## src/lbd_pkg.sv

```systemverilog
`default_nettype none
package lbd_pkg;

    // Operation codes
    localparam logic [3:0] OP_ACCESS     = 4'd0;
    localparam logic [3:0] OP_SET_STATUS = 4'd1;
    localparam logic [3:0] OP_SET_INTEG  = 4'd2;
    localparam logic [3:0] OP_QUERY      = 4'd3;
    localparam logic [3:0] OP_LOCK       = 4'd4;
    localparam logic [3:0] OP_RELEASE    = 4'd5;
    localparam logic [3:0] OP_FIND_VIC   = 4'd6;
    localparam logic [3:0] OP_PUSH       = 4'd7;
    localparam logic [3:0] OP_CLEAN      = 4'd8;

    // Error codes
    localparam logic [2:0] ERR_NONE       = 3'd0;
    localparam logic [2:0] ERR_MISS       = 3'd1;
    localparam logic [2:0] ERR_LOCK_INV   = 3'd2;
    localparam logic [2:0] ERR_ALL_PINNED = 3'd3;
    localparam logic [2:0] ERR_CACHED     = 3'd4;
    localparam logic [2:0] ERR_NO_VICTIM  = 3'd5;
    localparam logic [2:0] ERR_NO_FREE    = 3'd6;

    // Block status codes
    localparam logic [1:0] STAT_INVALID  = 2'd0;
    localparam logic [1:0] STAT_MODIFIED = 2'd1;

    typedef struct packed {
        logic [3:0]  op;
        logic [31:0] addr;
        logic [1:0]  new_status;
        logic        touch;
        logic        use_victim;
        logic [31:0] victim_addr;
    } req_t;

    typedef struct packed {
        logic        hit;
        logic [2:0]  error_code;
        logic [3:0]  slot;
        logic [1:0]  status_out;
        logic        integrity;
        logic        writeback;
        logic [31:0] found_addr;
        logic [4:0]  pinned_count;
    } rsp_t;

endpackage
`default_nettype wire

```

## src/lbd_ram.sv

```systemverilog
`default_nettype none
module lbd_ram #(
    parameter int WIDTH = 8,
    parameter int DEPTH = 16
) (
    input  wire logic                     clk,
    input  wire logic                     we,
    input  wire logic [$clog2(DEPTH)-1:0] waddr,
    input  wire logic [WIDTH-1:0]         wdata,
    input  wire logic                     re,
    input  wire logic [$clog2(DEPTH)-1:0] raddr,
    output logic      [WIDTH-1:0]         rdata
);

    logic [WIDTH-1:0] mem [DEPTH];

    // Write port
    always_ff @(posedge clk)
    begin
        if (we)
        begin
            mem[waddr] <= wdata;
        end
    end

    // Registered read port
    always_ff @(posedge clk)
    begin
        if (re)
        begin
            rdata <= mem[raddr];
        end
    end

endmodule
`default_nettype wire

```

## src/lru_block_directory_with_pinning_unit.sv

```systemverilog
`default_nettype none
// Fully associative block directory with LRU replacement and slot pinning.
// All per-slot state (tag, status, pin, integrity, recency rank, reuse rank)
// sits in one single-port-read, single-port-write RAM of SLOTS entries, and
// each operation takes two sweeps over it: a read sweep that finds the
// matches, victim, free slot and clean candidate, and a read-modify-write
// sweep that updates ranks and the chosen slot. An operation runs the read
// sweep, a decide step, the update sweep and a load of the output register,
// and the block takes no new request until the operation is through. After
// reset, a clearing pass writes the reset contents before the first request
// is taken. Requests use req_valid and req_ready, results rsp_valid and
// rsp_ready; a result waiting in the output register does not block the next
// request, but that request's operation holds in its final state until the
// waiting result is taken.
module lru_block_directory_with_pinning_unit #(
    parameter int SLOTS     = 16,
    parameter int ADDR_BITS = 32
) (
    input  wire logic          clk,
    input  wire logic          rst_n,
    input  wire logic          req_valid,
    output logic               req_ready,
    input  wire lbd_pkg::req_t req,
    output logic               rsp_valid,
    input  wire logic          rsp_ready,
    output lbd_pkg::rsp_t      rsp
);

    localparam int IW = $clog2(SLOTS);
    localparam int RW = IW;
    localparam int CW = $clog2(SLOTS + 1);
    localparam int PW = CW;
    localparam int TW = ADDR_BITS;
    localparam int EW = TW + 4 + 2 * RW;
    localparam int P_INV = 0;
    localparam int P_LRU = RW;
    localparam int P_INT = 2 * RW;
    localparam int P_PIN = 2 * RW + 1;
    localparam int P_ST  = 2 * RW + 2;
    localparam int P_TAG = 2 * RW + 4;
    localparam logic [CW-1:0] CNT_END  = CW'(SLOTS);
    localparam logic [RW-1:0] RANK_TOP = RW'(SLOTS - 1);

    localparam logic [2:0] S_INIT   = 3'd0;
    localparam logic [2:0] S_IDLE   = 3'd1;
    localparam logic [2:0] S_SCAN   = 3'd2;
    localparam logic [2:0] S_DECIDE = 3'd3;
    localparam logic [2:0] S_UPD    = 3'd4;
    localparam logic [2:0] S_FINISH = 3'd5;

    logic [2:0]    state_reg, state_next;
    logic [CW-1:0] cnt_reg, cnt_next;
    logic          rv_reg;
    logic [IW-1:0] ridx_reg;
    lbd_pkg::req_t req_reg;

    // Scan accumulators
    logic          a_found_reg, a_found_next;
    logic [IW-1:0] a_idx_reg, a_idx_next;
    logic [EW-1:0] a_ent_reg, a_ent_next;
    logic          v_found_reg, v_found_next;
    logic [IW-1:0] v_idx_reg, v_idx_next;
    logic [EW-1:0] v_ent_reg, v_ent_next;
    logic          any_inv_reg, any_inv_next;
    logic          vic_found_reg, vic_found_next;
    logic [IW-1:0] vic_idx_reg, vic_idx_next;
    logic [EW-1:0] vic_ent_reg, vic_ent_next;
    logic          fr_found_reg, fr_found_next;
    logic [IW-1:0] fr_idx_reg, fr_idx_next;
    logic [EW-1:0] fr_ent_reg, fr_ent_next;
    logic          cl_found_reg, cl_found_next;
    logic [IW-1:0] cl_idx_reg, cl_idx_next;
    logic [EW-1:0] cl_ent_reg, cl_ent_next;

    // Decision
    logic          s_ok_reg, s_ok_next;
    logic [IW-1:0] s_idx_reg, s_idx_next;
    logic [EW-1:0] s_ent_reg, s_ent_next;
    logic          tch_reg, tch_next;
    logic          rm_reg, rm_next;
    logic          psh_reg, psh_next;
    logic [PW-1:0] pt_reg, pt_next;
    lbd_pkg::rsp_t res_reg, res_next;
    lbd_pkg::rsp_t rsp_reg;
    logic          rsp_valid_reg, rsp_valid_next;

    // RAM port signals
    logic          ram_we, ram_re;
    logic [IW-1:0] ram_waddr;
    logic [EW-1:0] ram_wdata, q;

    logic [TW-1:0] q_tag, tag_a, tag_v;
    logic [1:0]    q_st;
    logic          q_pin;
    logic [RW-1:0] q_lru, q_inv;
    logic          is_s;
    logic [RW-1:0] upd_lru, upd_inv;

    lbd_ram #(
        .WIDTH (EW),
        .DEPTH (SLOTS)
    ) u_ram (
        .clk   (clk),
        .we    (ram_we),
        .waddr (ram_waddr),
        .wdata (ram_wdata),
        .re    (ram_re),
        .raddr (cnt_reg[IW-1:0]),
        .rdata (q)
    );

    assign q_tag = q[P_TAG +: TW];
    assign q_st  = q[P_ST +: 2];
    assign q_pin = q[P_PIN];
    assign q_lru = q[P_LRU +: RW];
    assign q_inv = q[P_INV +: RW];
    assign tag_a = TW'(req_reg.addr);
    assign tag_v = TW'(req_reg.victim_addr);

    assign req_ready = (state_reg == S_IDLE);
    assign rsp_valid = rsp_valid_reg;
    assign rsp       = rsp_reg;

    // Sequencer and sweep counter
    always_comb
    begin
        state_next = state_reg;
        cnt_next   = cnt_reg;
        ram_re     = 1'b0;
        case (state_reg)
            S_INIT:
            begin
                if (cnt_reg == CNT_END)
                begin
                    state_next = S_IDLE;
                end
                else
                begin
                    cnt_next = cnt_reg + CW'(1);
                end
            end
            S_IDLE:
            begin
                if (req_valid)
                begin
                    cnt_next   = '0;
                    state_next = S_SCAN;
                end
            end
            S_SCAN, S_UPD:
            begin
                if (cnt_reg != CNT_END)
                begin
                    ram_re   = 1'b1;
                    cnt_next = cnt_reg + CW'(1);
                end
                else if (!rv_reg)
                begin
                    cnt_next   = '0;
                    state_next = (state_reg == S_SCAN) ? S_DECIDE : S_FINISH;
                end
            end
            S_DECIDE:
            begin
                state_next = S_UPD;
            end
            S_FINISH:
            begin
                if (!rsp_valid_reg || rsp_ready)
                begin
                    state_next = S_IDLE;
                end
            end
            default:
            begin
                state_next = S_IDLE;
            end
        endcase
    end

    // Accumulate lookups, victim, free slot and clean candidate
    always_comb
    begin
        a_found_next   = a_found_reg;
        a_idx_next     = a_idx_reg;
        a_ent_next     = a_ent_reg;
        v_found_next   = v_found_reg;
        v_idx_next     = v_idx_reg;
        v_ent_next     = v_ent_reg;
        any_inv_next   = any_inv_reg;
        vic_found_next = vic_found_reg;
        vic_idx_next   = vic_idx_reg;
        vic_ent_next   = vic_ent_reg;
        fr_found_next  = fr_found_reg;
        fr_idx_next    = fr_idx_reg;
        fr_ent_next    = fr_ent_reg;
        cl_found_next  = cl_found_reg;
        cl_idx_next    = cl_idx_reg;
        cl_ent_next    = cl_ent_reg;
        if (state_reg == S_IDLE)
        begin
            a_found_next   = 1'b0;
            v_found_next   = 1'b0;
            any_inv_next   = 1'b0;
            vic_found_next = 1'b0;
            fr_found_next  = 1'b0;
            cl_found_next  = 1'b0;
        end
        else if (state_reg == S_SCAN && rv_reg)
        begin
            if (!a_found_reg && q_tag == tag_a)
            begin
                a_found_next = 1'b1;
                a_idx_next   = ridx_reg;
                a_ent_next   = q;
            end
            if (!v_found_reg && q_tag == tag_v)
            begin
                v_found_next = 1'b1;
                v_idx_next   = ridx_reg;
                v_ent_next   = q;
            end
            if (q_st == lbd_pkg::STAT_INVALID)
            begin
                any_inv_next = 1'b1;
            end
            if (!q_pin && (!vic_found_reg || q_lru < vic_ent_reg[P_LRU +: RW]))
            begin
                vic_found_next = 1'b1;
                vic_idx_next   = ridx_reg;
                vic_ent_next   = q;
            end
            if (q_st == lbd_pkg::STAT_INVALID &&
                (!fr_found_reg || q_inv < fr_ent_reg[P_INV +: RW]))
            begin
                fr_found_next = 1'b1;
                fr_idx_next   = ridx_reg;
                fr_ent_next   = q;
            end
            if (q_st == lbd_pkg::STAT_MODIFIED &&
                (!cl_found_reg || q_tag > cl_ent_reg[P_TAG +: TW]))
            begin
                cl_found_next = 1'b1;
                cl_idx_next   = ridx_reg;
                cl_ent_next   = q;
            end
        end
    end

    // Decide target slot, rank moves and result
    always_comb
    begin
        logic          inst;
        logic          hit;
        logic          wb;
        logic [2:0]    err;
        logic [31:0]   faddr;
        inst       = 1'b0;
        hit        = 1'b0;
        wb         = 1'b0;
        err        = lbd_pkg::ERR_NONE;
        faddr      = '0;
        s_ok_next  = 1'b0;
        s_idx_next = a_idx_reg;
        s_ent_next = a_ent_reg;
        tch_next   = 1'b0;
        rm_next    = 1'b0;
        psh_next   = 1'b0;
        pt_next    = pt_reg;
        case (req_reg.op)
            lbd_pkg::OP_ACCESS, lbd_pkg::OP_QUERY:
            begin
                if (!a_found_reg)
                begin
                    err = lbd_pkg::ERR_MISS;
                end
                else
                begin
                    s_ok_next = 1'b1;
                    if (a_ent_reg[P_ST +: 2] != lbd_pkg::STAT_INVALID)
                    begin
                        hit      = 1'b1;
                        tch_next = (req_reg.op == lbd_pkg::OP_ACCESS) && req_reg.touch;
                    end
                    else
                    begin
                        err = lbd_pkg::ERR_MISS;
                    end
                end
            end
            lbd_pkg::OP_SET_STATUS:
            begin
                if (!a_found_reg)
                begin
                    err = lbd_pkg::ERR_MISS;
                end
                else
                begin
                    s_ok_next = 1'b1;
                    hit       = 1'b1;
                    if (a_ent_reg[P_ST +: 2] == lbd_pkg::STAT_INVALID &&
                        req_reg.new_status != lbd_pkg::STAT_INVALID)
                    begin
                        rm_next = 1'b1;
                    end
                    else if (a_ent_reg[P_ST +: 2] != lbd_pkg::STAT_INVALID &&
                             req_reg.new_status == lbd_pkg::STAT_INVALID)
                    begin
                        psh_next = 1'b1;
                    end
                    s_ent_next[P_ST +: 2] = req_reg.new_status;
                end
            end
            lbd_pkg::OP_SET_INTEG:
            begin
                if (!a_found_reg)
                begin
                    err = lbd_pkg::ERR_MISS;
                end
                else
                begin
                    s_ok_next         = 1'b1;
                    hit               = 1'b1;
                    s_ent_next[P_INT] = 1'b1;
                end
            end
            lbd_pkg::OP_LOCK:
            begin
                if (!a_found_reg)
                begin
                    err = lbd_pkg::ERR_MISS;
                end
                else
                begin
                    s_ok_next = 1'b1;
                    if (a_ent_reg[P_ST +: 2] == lbd_pkg::STAT_INVALID)
                    begin
                        err = lbd_pkg::ERR_LOCK_INV;
                    end
                    else
                    begin
                        hit = 1'b1;
                        if (!a_ent_reg[P_PIN])
                        begin
                            s_ent_next[P_PIN] = 1'b1;
                            pt_next           = pt_reg + PW'(1);
                        end
                    end
                end
            end
            lbd_pkg::OP_RELEASE:
            begin
                if (!a_found_reg)
                begin
                    err = lbd_pkg::ERR_MISS;
                end
                else
                begin
                    s_ok_next = 1'b1;
                    hit       = 1'b1;
                    if (a_ent_reg[P_PIN])
                    begin
                        s_ent_next[P_PIN] = 1'b0;
                        if (pt_reg != '0)
                        begin
                            pt_next = pt_reg - PW'(1);
                        end
                    end
                end
            end
            lbd_pkg::OP_FIND_VIC:
            begin
                if (!any_inv_reg)
                begin
                    if (vic_found_reg)
                    begin
                        s_ok_next  = 1'b1;
                        s_idx_next = vic_idx_reg;
                        s_ent_next = vic_ent_reg;
                        hit        = 1'b1;
                        wb         = (vic_ent_reg[P_ST +: 2] == lbd_pkg::STAT_MODIFIED);
                        faddr      = 32'(vic_ent_reg[P_TAG +: TW]);
                    end
                    else
                    begin
                        err = lbd_pkg::ERR_ALL_PINNED;
                    end
                end
            end
            lbd_pkg::OP_PUSH:
            begin
                if (req_reg.use_victim)
                begin
                    if (a_found_reg)
                    begin
                        err = lbd_pkg::ERR_CACHED;
                    end
                    else if (!v_found_reg)
                    begin
                        err = lbd_pkg::ERR_NO_VICTIM;
                    end
                    else
                    begin
                        s_ok_next  = 1'b1;
                        s_idx_next = v_idx_reg;
                        s_ent_next = v_ent_reg;
                        rm_next    = (v_ent_reg[P_ST +: 2] == lbd_pkg::STAT_INVALID);
                        psh_next   = (req_reg.new_status == lbd_pkg::STAT_INVALID);
                        inst       = 1'b1;
                    end
                end
                else if (!any_inv_reg)
                begin
                    err = lbd_pkg::ERR_NO_FREE;
                end
                else if (a_found_reg && a_ent_reg[P_ST +: 2] != lbd_pkg::STAT_INVALID)
                begin
                    err = lbd_pkg::ERR_CACHED;
                end
                else if (a_found_reg)
                begin
                    s_ok_next = 1'b1;
                    rm_next   = (req_reg.new_status != lbd_pkg::STAT_INVALID);
                    inst      = 1'b1;
                end
                else
                begin
                    s_ok_next  = 1'b1;
                    s_idx_next = fr_idx_reg;
                    s_ent_next = fr_ent_reg;
                    rm_next    = 1'b1;
                    psh_next   = (req_reg.new_status == lbd_pkg::STAT_INVALID);
                    inst       = 1'b1;
                end
            end
            lbd_pkg::OP_CLEAN:
            begin
                if (cl_found_reg)
                begin
                    s_ok_next             = 1'b1;
                    s_idx_next            = cl_idx_reg;
                    s_ent_next            = cl_ent_reg;
                    s_ent_next[P_ST +: 2] = lbd_pkg::STAT_INVALID;
                    psh_next              = 1'b1;
                    hit                   = 1'b1;
                    faddr                 = 32'(cl_ent_reg[P_TAG +: TW]);
                end
            end
            default:
            begin
            end
        endcase

        // Install a new block in the chosen slot
        if (inst)
        begin
            hit = 1'b1;
            if (s_ent_next[P_PIN])
            begin
                s_ent_next[P_PIN] = 1'b0;
                if (pt_reg != '0)
                begin
                    pt_next = pt_reg - PW'(1);
                end
            end
            s_ent_next[P_ST +: 2]  = req_reg.new_status;
            s_ent_next[P_INT]      = 1'b0;
            s_ent_next[P_TAG +: TW] = tag_a;
            tch_next               = 1'b1;
        end

        res_next.hit          = hit;
        res_next.error_code   = err;
        res_next.slot         = s_ok_next ? 4'(s_idx_next) : 4'd0;
        res_next.status_out   = s_ok_next ? s_ent_next[P_ST +: 2] : 2'd0;
        res_next.integrity    = s_ok_next ? s_ent_next[P_INT] : 1'b0;
        res_next.writeback    = wb;
        res_next.found_addr   = faddr;
        res_next.pinned_count = 5'(pt_next);
    end

    // Read-modify-write of each entry during the update sweep
    always_comb
    begin
        is_s    = s_ok_reg && (ridx_reg == s_idx_reg);
        upd_lru = q_lru;
        upd_inv = q_inv;
        if (is_s)
        begin
            upd_lru = tch_reg ? RANK_TOP : q_lru;
            upd_inv = psh_reg ? '0 : q_inv;
        end
        else
        begin
            if (tch_reg && q_lru > s_ent_reg[P_LRU +: RW])
            begin
                upd_lru = q_lru - RW'(1);
            end
            if (q_st == lbd_pkg::STAT_INVALID)
            begin
                upd_inv = q_inv - RW'(rm_reg && (q_inv > s_ent_reg[P_INV +: RW]))
                                + RW'(psh_reg);
            end
        end
    end

    // Drive the RAM write port: clearing pass or update sweep
    always_comb
    begin
        ram_we    = 1'b0;
        ram_waddr = ridx_reg;
        ram_wdata = '0;
        if (state_reg == S_INIT)
        begin
            ram_we    = (cnt_reg != CNT_END);
            ram_waddr = cnt_reg[IW-1:0];
            ram_wdata = {TW'(cnt_reg), lbd_pkg::STAT_INVALID, 1'b0, 1'b0,
                         RANK_TOP - cnt_reg[IW-1:0], RANK_TOP - cnt_reg[IW-1:0]};
        end
        else if (state_reg == S_UPD && rv_reg)
        begin
            ram_we = 1'b1;
            if (is_s)
            begin
                ram_wdata = {s_ent_reg[EW-1:P_LRU + RW], upd_lru, upd_inv};
            end
            else
            begin
                ram_wdata = {q[EW-1:P_LRU + RW], upd_lru, upd_inv};
            end
        end
    end

    // Hold the result until the output side takes it
    always_comb
    begin
        rsp_valid_next = rsp_valid_reg && !rsp_ready;
        if (state_reg == S_FINISH && (!rsp_valid_reg || rsp_ready))
        begin
            rsp_valid_next = 1'b1;
        end
    end

    // Control registers
    always_ff @(posedge clk or negedge rst_n)
    begin
        if (!rst_n)
        begin
            state_reg     <= S_INIT;
            cnt_reg       <= '0;
            rv_reg        <= 1'b0;
            pt_reg        <= '0;
            rsp_valid_reg <= 1'b0;
            a_found_reg   <= 1'b0;
            v_found_reg   <= 1'b0;
            any_inv_reg   <= 1'b0;
            vic_found_reg <= 1'b0;
            fr_found_reg  <= 1'b0;
            cl_found_reg  <= 1'b0;
            s_ok_reg      <= 1'b0;
            tch_reg       <= 1'b0;
            rm_reg        <= 1'b0;
            psh_reg       <= 1'b0;
        end
        else
        begin
            state_reg     <= state_next;
            cnt_reg       <= cnt_next;
            rv_reg        <= ram_re;
            rsp_valid_reg <= rsp_valid_next;
            a_found_reg   <= a_found_next;
            v_found_reg   <= v_found_next;
            any_inv_reg   <= any_inv_next;
            vic_found_reg <= vic_found_next;
            fr_found_reg  <= fr_found_next;
            cl_found_reg  <= cl_found_next;
            if (state_reg == S_DECIDE)
            begin
                pt_reg   <= pt_next;
                s_ok_reg <= s_ok_next;
                tch_reg  <= tch_next;
                rm_reg   <= rm_next;
                psh_reg  <= psh_next;
            end
        end
    end

    // Payload registers
    always_ff @(posedge clk)
    begin
        ridx_reg    <= cnt_reg[IW-1:0];
        a_idx_reg   <= a_idx_next;
        a_ent_reg   <= a_ent_next;
        v_idx_reg   <= v_idx_next;
        v_ent_reg   <= v_ent_next;
        vic_idx_reg <= vic_idx_next;
        vic_ent_reg <= vic_ent_next;
        fr_idx_reg  <= fr_idx_next;
        fr_ent_reg  <= fr_ent_next;
        cl_idx_reg  <= cl_idx_next;
        cl_ent_reg  <= cl_ent_next;
        if (state_reg == S_IDLE && req_valid)
        begin
            req_reg <= req;
        end
        if (state_reg == S_DECIDE)
        begin
            s_idx_reg <= s_idx_next;
            s_ent_reg <= s_ent_next;
            res_reg   <= res_next;
        end
        if (state_reg == S_FINISH && (!rsp_valid_reg || rsp_ready))
        begin
            rsp_reg <= res_reg;
        end
    end

endmodule
`default_nettype wire

```

## config.mk

```make
export PLATFORM = sky130hd
export DESIGN_NAME = lru_block_directory_with_pinning_unit
export DESIGN_NICKNAME = d
export VERILOG_FILES = /design/src/lbd_pkg.sv /design/src/lbd_ram.sv /design/src/lru_block_directory_with_pinning_unit.sv
export SDC_FILE = /design/constraint.sdc
export NUM_CORES = 1
export LEC_CHECK = 0
export ABC_AREA = 0
export BUFFER_PORTS_ARGS = -buffer_cell sky130_fd_sc_hd__clkbuf_2
export CAP_MARGIN = 20
export CORE_MARGIN = 2
export CORE_UTILIZATION = 56
export DETAILED_ROUTE_END_ITERATION = 8
export PLACE_DENSITY = 0.76
export SKIP_CTS_REPAIR_TIMING = 1
export SLEW_MARGIN = 15
export SYNTH_ARGS = -nofsm -noshare
export SYNTH_HDL_FRONTEND = slang
export SYNTH_SLANG_ARGS = --single-unit
```

## constraint.sdc

```tcl
create_clock -name clk -period 5.5 [get_ports clk]
set_input_delay 0.55 -clock clk [delete_from_list [all_inputs] [get_ports clk]]
set_output_delay 0.55 -clock clk [all_outputs]
set_load 0.05 [all_outputs]
```

# Word-level counts from Yosys, hierarchy flattened
# Memories as Yosys holds them, arrays and structs flattened. A register that Yosys moved wholly into a read port is not among the register bits.
# Cells that the tools add are included.
[totals]
reg_bits = 487
memories = 1
latchBits = 0
wordCells = 301
mem_bits_rw = 704
mem_bits_ro = 0
[classes]
shift = 0
magnitude_cmp = 5
div = 0
n_mux = 143
bitwise = 3
mul = 0
n_eq_ne = 27
add_sub_neg = 7
n_reduce_logical = 64
[mem_list]
columns = ["name", "words", "width", "rd", "rd_ports_with_merged_regs", "wr", "line", "text"]
rows = [
  ["u_ram.mem", 16, 44, 1, 1, 1, "lbd_ram.sv:15", "logic [WIDTH-1:0] mem [DEPTH];"],
]
[op_table]
columns = ["op", "count"]
rows = [
  ["44-bit 2-to-1 mux", 12],
  ["32-bit 2-to-1 mux", 3],
  ["32-bit one-hot mux with 3 select lines", 1],
  ["1-bit 2-to-1 mux", 67],
  ["5-bit 2-to-1 mux", 13],
  ["32-bit equality test", 2],
  ["4-bit 2-to-1 mux", 16],
  ["32-bit one-hot mux with 2 select lines", 1],
  ["36-bit 2-to-1 mux", 1],
  ["3-bit 2-to-1 mux", 11],
  ["32-bit > comparator", 1],
  ["3-bit one-hot mux with 5 select lines", 2],
  ["8-bit one-hot mux with 3 select lines", 1],
  ["2-bit nonzero test", 9],
  ["1-bit logical AND", 17],
  ["4-bit by 3-bit equality test with 1-bit output, second input constant", 4],
  ["5-bit one-hot mux with 3 select lines", 1],
  ["3-bit AND reduction", 5],
  ["2-bit inequality test, second input constant", 6],
  ["4-bit one-hot mux with 3 select lines", 1],
  ["2-bit AND reduction", 6],
  ["5-bit by 1-bit adder with 5-bit output, second input constant", 2],
  ["2-bit 2-to-1 mux", 5],
  ["1-bit one-hot mux with 5 select lines", 2],
  ["36 further kinds", 60],
]

# Depth between registers and ports, before layout
# Gate-level depths: netlist of run 1.
[depth]
depth_word = 9
mapped_depth = 14
depth_no_buf = 14

# Modules after synthesis
# From an unflattened synthesis of run 1, not the netlist that was laid out.
[unflattened]
hier_cells = 2460
hier_area_um2 = 46171.8
[modules_own_cells]
columns = ["mod", "seq_area_each_um2", "area_per_inst_um2", "instances", "cells_each"]
rows = [
  ["lbd_ram", 22461.5, 27706.6, 1, 1142],
  ["lru_block_directory_with_pinning_unit", 12537.0, 18465.2, 1, 1318],
]

# Worst setup path before layout of run 1
# No wires, ideal clock.
[synth_timing]
path_type = "flip-flop to flip-flop"
start = "reg cnt_reg[1]"
end = "reg u_ram.rdata[0], read port of u_ram.mem, enable pin"
arrival_time_ns = 4.661
setup_ns = 0.502
path_buffers = 3
slack_ns = 0.337
stages_incl_launch_ff = 8
cell_sequence = "dfrtp_1 > buf_2 > clkbuf_1 > buf_2 > inv_1 > ha_1 > and4bb_2 > nor3_1"
[synth_between]
elab_chain_len = 3
[synth_lines]
columns = ["item", "line", "text"]
rows = [
  ["start, declared", "lru_block_directory_with_pinning_unit.sv:52", "logic [CW-1:0] cnt_reg, cnt_next;"],
  ["start signal, assigned", "lru_block_directory_with_pinning_unit.sv:568", "cnt_reg <= cnt_next;"],
  ["5-bit inequality test", "lru_block_directory_with_pinning_unit.sv:152", "if (cnt_reg != CNT_END)"],
  ["1-bit 2-to-1 mux", "lru_block_directory_with_pinning_unit.sv:152", ""],
  ["1-bit 2-to-1 mux", "lru_block_directory_with_pinning_unit.sv:130", "case (state_reg)"],
  ["net ram_re", "lru_block_directory_with_pinning_unit.sv:88", "logic ram_we, ram_re;"],
  ["end, declared", "lbd_ram.sv:12", "output logic [WIDTH-1:0] rdata"],
]
# The timed path passes the listed nets, and every way through them passes these cells.
# A chain may end at the register's enable or synchronous reset.

# Final worst setup path of run 1
[layout_timing]
start = "reg cnt_reg[1]"
end = "mem u_ram.mem[14][7] in the netlist's numbering, enable pin"
[layout_between]
elab_chain_len = 4
[layout_lines]
columns = ["item", "line", "text"]
rows = [
  ["5-bit inequality test", "lru_block_directory_with_pinning_unit.sv:515", "ram_we = (cnt_reg != CNT_END);"],
  ["1-bit 2-to-1 mux", "lru_block_directory_with_pinning_unit.sv:513", "if (state_reg == S_INIT)"],
  ["1-bit 2-to-1 mux", "lbd_ram.sv:20", "if (we)"],
  ["1-bit 2-to-1 mux (not written as such)", "lbd_ram.sv:22", "mem[waddr] <= wdata;"],
  ["end, declared", "lbd_ram.sv:15", ""],
]
# Several ways; a longest one is shown, not always the timed one.

==> results of run 1 <==
routing by layer:
layer  part of all wire  track usage  wire length [um]  vias up
met5            0.00020            0                21        -
met4              0.027      0.07747              2822        4
met3              0.099      0.05635             10470      184
met2               0.49       0.4009             51860     1375
met1               0.38       0.3522             40770    12200
li1                   -            -                 -     9919
where the power goes:
group	switching [mW]	leakage (nW)	total [mW]	internal, mW
clock network	3.34	1.84	7.89	4.55
logic	4.28	4.60	7.35	3.07
registers	1.21	10.8	13.6	12.4
total	8.83	17.2	28.9	20.0
logic make-up (layout without fill, tap and decap cells):
| group | after synthesis | after routing | share of synthesized area |
|---|---|---|---|
| AND/OR/NAND/NOR | 306 | 306 | 0.03483 |
| AO/OA/AOI/OAI | 293 | 293 | 0.04297 |
| multiplexers | 266 | 266 | 0.1175 |
| flip-flops | 1170 | 1170 | 0.7581 |
| XOR/XNOR | 74 | 74 | 0.01405 |
| adder cells (fa/ha/maj) | 56 | 56 | 0.01535 |
| buffers and inverters | 183 | 469 | 0.01712 |
worst max path at each step:
stage | slack [ns] | endpoint | from
2_1_floorplan | 0.34 | u_ram.rdata[0] | cnt_reg[1]
3_3_place_gp | 1.65 | u_ram.mem[6][36] | cnt_reg[1]
3_5_place_dp | 1.53 | u_ram.mem[5][26] | cnt_reg[1]
4_1_cts | 1.39 | u_ram.mem[5][0] | cnt_reg[1]
5_1_grt | 1.23 | u_ram.mem[14][9] | cnt_reg[1]
6_report | 1.35 | u_ram.mem[14][7] | cnt_reg[1]
layout make-up:
class | count | area (um^2)
inverters | 71 | 270.3
multi-input cells | 995 | 10570
flip-flops and latches | 1170 | 34980
clock buffers | 127 | 2933
well taps | 1070 | 1339
clock inverters | 82 | 869.6
fillers | 5260 | 29570
repair buffers | 189 | 1323
per-stage QoR:
stage,instances,utilization,hold WS [ns]
6_report,3704,0.6388,-0.01607
5_1_grt,3704,0.6388,0.01073
4_1_cts,3696,0.6370,-0.02626
3_5_place_dp,3487,0.5906,0.4045
3_3_place_gp,3482,0.5896,0.4011
2_1_floorplan,2348,-,0.2544
critical path, cell delays in order, from the launching register on:
cell and delay [ns]:
dfrtp_4 0.92, inv_1 0.30, ha_1 0.27, and4bb_2 0.29, o21ai_0 0.45, o21ai_0 0.43
buf_2 0.28, nor2_4 0.55, buf_12 0.30
cell usage in the layout (no fill, tap or decap), types with 6 or more instances in the layout:
master         n
xor2_1        33
buf_4         46
o211ai_1       9
edfxtp_1    1141
clkinv_2      27
a21o_1        15
o21a_1         6
clkbuf_2     126
clkinvlp_4    12
a21oi_1      100
nor2_4        16
mux2i_1       41
nand2_1       45
a22o_1        36
nand4_1       18
nor3_1        19
ha_1          55
nor2_1        98
xnor2_1       41
bufinv_16     15
clkbuf_1      11
nand2b_1       9
dfrtp_1       22
clkinv_1      19
nor4_1        12
o21ai_0       24
inv_1         69
a22oi_1       24
mux4_2       220
nor2b_1       19
o22ai_1       11
nor3b_1        6
buf_12        11
nand3_1       13
clkbuf_16    115
==> run_results.csv, run 1 <==
group,metric,value,unit
worst_setup_path,cp_data_required_time,5.87,ns
drt,via_per_inst,6.394,
drt,vias,23682,
drt,drtPass1Iterations,5,
synthesis,synth.area.top_cells,"edfxtp_1 (74%), mux4_2 (11%), ha_1 (1.5%), dfrtp_1 (1.4%), a21oi_1 (1.1%)",
cts,clk_pin_slew,0.07,ns
pwr,vdd_drop_max,410.3,uV
worst_setup_path,reg2reg_depth,8,
placement,place_area,48340,um^2
cts,clk_path_buf_depth,3,
worst_setup_path,arrival,4.51,ns
floorplan,initial_utilization,0.5635,
drt,wl,106000,um
sta,skew,0.02263,ns
cells_and_area,syn_to_final_growth,13.35,%
floorplan,core,81850,um^2
synthesis,synth_edf_count,1141,
floorplan,row_count,105,
synthesis,async_flop_share,0.02137,
synthesis,seq_area_frac_synth,0.7581,
sta,clock.fmax,0.2410,GHz
sta,fin_crit,4.149,ns
status,failed_checks,"negative hold slack",
synthesis,synth_top_area_frac,0.7428,
synthesis,ys_warn_count,0,
sta,drv_slew,0,
cts,htree_levels,3,
sta,finalCritPeriodShare,0.7543,
drt,wl_per_cell,28.60,um
global_routing,grt_usage,0.2517,
cts,cts_buffers,113,
cts,clock_latency,0.69,ns
synthesis,yosysTopAreaCell,"edfxtp_1",
pwr,power_density,551.9,nW/um^2
worst_setup_path,r2r_start,"cnt_reg[1]",
hold_path,hold_path.class,"primary input to async pin",
drt,drc_errors,0,
synthesis,syn_area,46120,um^2
status,status,"finished, violations left",
placement,dp_hpwl,62220,um
worst_setup_path,timing.rr.end,"u_ram.mem[14][7]",
floorplan,dieArea,84680,um^2
synthesis,synth.most_common_cell,"edfxtp_1",
drt,drt_iter0_markers,2989,
synthesis,syn_nets,2480,
cells_and_area,largest_reg_flops,704,
placement,dp_slack,1.534,ns
worst_setup_path,cp-end-kind,"flip-flop",
floorplan,dieWidth,291.0,um
cells_and_area,design_area,52280,um^2
global_routing,gr-total-overflow,0,
synthesis,syn-mean-instance-area,19.64,um^2
global_routing,antenna_found_initial,6,
worst_setup_path,timing_worst_setup_path_type,"flip-flop to flip-flop",
placement,routabilityCongestion,0.8892,
sta,rsz0062_at_grt,"no",
pwr,total_leakage_power,17.20,nW
synthesis,synth_ff_type,"edfxtp_1",
global_routing,grt_max_degree,112,
global_routing,grt_first_pass_wirelength,157000,um
sta,final-setup-viol-count,0,
cts,cts_root_buf,"clkbuf_16",
pwr,power.total,28.85,mW
worst_setup_path,critPathMaxFanout,52,
floorplan,pin_count,127,
cts,cts_tree,"yes",
synthesis,synth-seq-cells,1170,
global_routing,first_global_vias,24046,
sta,layout_setup_ws,1.351,ns
sta,finalHoldViolCount,18,
cells_and_area,drive_above_1_share,0.2509,
synthesis,syn_inst,2348,
drt,ant_nets,0,
sta,relSlewSlack,0.2819,
synthesis,synth.distinct_cells,88,
floorplan,die_y,291.0,um
synthesis,synth_common_cells,"edfxtp_1 (1141), mux4_2 (220), nor2_1 (116)",
cells_and_area,diodes,0,
sta,hold_slack,-0.01607,ns
cts,cts.sinks,1170,
sta,tns,0,ns
run,maxCapViolCount,0,
cells_and_area,fin_nets,2672,
worst_setup_path,cp-start-kind,"flip-flop",
worst_setup_path,ff2ff_setup_slack,1.35,ns
sta,worst_pin_slew,1.073,ns
placement,port_buffers,126,
(Power assumes the default switching activity.)
==> run 2: changes to the inputs <==
Settings changed: CORE_UTILIZATION 56 to 60, PLACE_DENSITY 0.76 to 0.77.
Clock period 5.5 ns to 4.3 ns, I/O delays scaled along.
==> run_results.csv, run 2 (same netlist as run 1, synthesis figures left out) <==
group,metric,value,unit
status,status,"completed",
sta,tns,0,ns
pwr,total_leakage_power,17.58,nW
global_routing,grt_first_pass_wirelength,156800,um
pwr,p_switching,11.48,mW
cells_and_area,final_cell_mix,"edfxtp_1 (1141), mux4_2 (220), clkbuf_2 (126), clkbuf_16 (115), a21oi_1 (100)",
drt,via_per_inst,6.542,
pwr,vdd_drop_max,528.3,uV
cts,htree_levels,3,
placement,dp_hpwl,62430,um
worst_setup_path,critPathMaxFanout,31,
drt,drc_errors,0,
pwr,combPwrFrac,0.258,
worst_setup_path,timing_worst_setup_path_type,"flip-flop to flip-flop",
worst_setup_path,cp_data_required_time,4.60,ns
cts,clk_path_buf_depth,3,
worst_setup_path,ff2ff_setup_slack,0.66,ns
sta,layout_setup_ws,0.6574,ns
cells_and_area,diodes,0,
cells_and_area,fin_nets,2760,
sta,relSlewSlack,0.2137,
cells_and_area,drive_above_1_share,0.2423,
drt,ant_nets,0,
cells_and_area,largest_reg_flops,704,
cells_and_area,final_common_cell,"edfxtp_1",
pwr,internal_power,25.79,mW
floorplan,row_count,101,
cts,clk_pin_slew,0.07,ns
placement,routabilityCongestion,0.9002,
worst_setup_path,cp-end-kind,"flip-flop",
pwr,power_density,702.6,nW/um^2
cells_and_area,fillCellCount,4451,
sta,drv_slew,0,
run,maxCapViolCount,0,
floorplan,initial_utilization,0.6063,
cells_and_area,syn_to_final_growth,15.01,%
floorplan,dieArea,79110,um^2
drt,wl_per_cell,29.75,um
drt,drt_iter0_markers,3385,
cts,cts_buffers,112,
cts,cts_tree,"yes",
worst_setup_path,cp-start-kind,"flip-flop",
pwr,swShare,0.3081,
cells_and_area,seq_area,34980,um^2
sta,fin_crit,3.643,ns
hold_path,hold_path.class,"primary input to flip-flop",
sta,hold_slack,0.1245,ns
cts,clock_latency,0.69,ns
placement,port_buffers,126,
floorplan,dieWidth,281.3,um
sta,rsz0062_at_grt,"no",
pwr,pwr-share-clk,0.274,
sta,skew,0.02771,ns
worst_setup_path,arrival,3.95,ns
sta,clock.fmax,0.2745,GHz
pwr,seqPwrFrac,0.468,
placement,dp_slack,0.4228,ns
sta,finalHoldViolCount,0,
sta,finalCritPeriodShare,0.8471,
drt,wl,111700,um
cells_and_area,design_area,53050,um^2
drt,vias,24560,
drt,drtPass1Iterations,7,
global_routing,gr-total-overflow,0,
floorplan,core,76080,um^2
global_routing,grt_max_degree,100,
cts,cts_root_buf,"clkbuf_16",
global_routing,grt_usage,0.2734,
floorplan,pin_count,127,
global_routing,antenna_found_initial,3,
placement,place_area,48470,um^2
sta,worst_pin_slew,1.175,ns
global_routing,first_global_vias,24156,
cells_and_area,multi_input_area,10550,um^2
cts,cts.sinks,1170,
sta,final-setup-viol-count,0,
floorplan,die_y,281.3,um
[run 2: cell types whose count changed in the layout (fill, tap and decap cells not counted), sizes merged]
cell and delta:
dlygate4sd3 +73, bufinv +2, clkinvlp -7, inv +1, clkbuf +6, buf +15
[run 2: cell type report]
| cell class | count | area share |
|---|---|---|
| clock buffers | 132 | 0.05545 |
| clock inverters | 78 | 0.01630 |
| flip-flops and latches | 1170 | 0.6594 |
| multi-input cells | 995 | 0.1989 |
| repair buffers | 278 | 0.04057 |
| inverters | 71 | 0.005095 |
| well taps | 1030 | 0.02429 |
[run 2: power by group through the flow]
stage | sequential [mW] | combinational [mW] | clock, mW
6_report | 17.4 | 9.63 | 10.2
4_1_cts | 17.4 | 9.45 | 10.2
2_1_floorplan | 16.9 | 6.15 | 0
3_3_place_gp | 17.3 | 9.02 | 0
3_5_place_dp | 17.5 | 9.23 | 0
5_1_grt | 17.6 | 10.1 | 10.7
[run 2: routing by layer]
metal | track usage | up-vias | part of all wire
met4 | 0.08702 | 4 | 0.032
li1 | - | 10092 | -
met5 | 0 | - | 0.00021
met3 | 0.04256 | 235 | 0.095
met1 | 0.3910 | 12610 | 0.37
met2 | 0.4408 | 1619 | 0.50
[run 2: final timing paths]
| kind | depth (start not counted) | end | start |
|---|---|---|---|
| min in group asynchronous | 2 | pt_reg[0] | rst_n |
| worst max register to register | 8 | u_ram.mem[14][6] | cnt_reg[0] |
| worst max-delay path | 8 | u_ram.mem[14][6] | cnt_reg[0] |
| worst min-delay path | 3 | state_reg[1] | req_valid |
| max in group asynchronous | 2 | cnt_reg[1] | rst_n |
| worst min register to register | 0 | rsp[15] | res_reg[15] |
[run 2: critical path, cell delays in order, from the launching register on]
cell,delay (ns)
dfrtp_4,0.77
inv_1,0.26
ha_1,0.25
and4bb_2,0.30
o21ai_0,0.42
o21ai_0,0.40
buf_2,0.27
nor2_4,0.09
buf_4,0.48
[run 2: per-stage QoR]
step                total power [mW]    util  cells
CTS                            37.02  0.6871   3678
global route                   38.46  0.6973   3754
finish                         37.27  0.6973   3754
detailed placement             26.73  0.6371   3468
floorplan                      23.03       -   2348
global placement               26.33  0.6371   3467
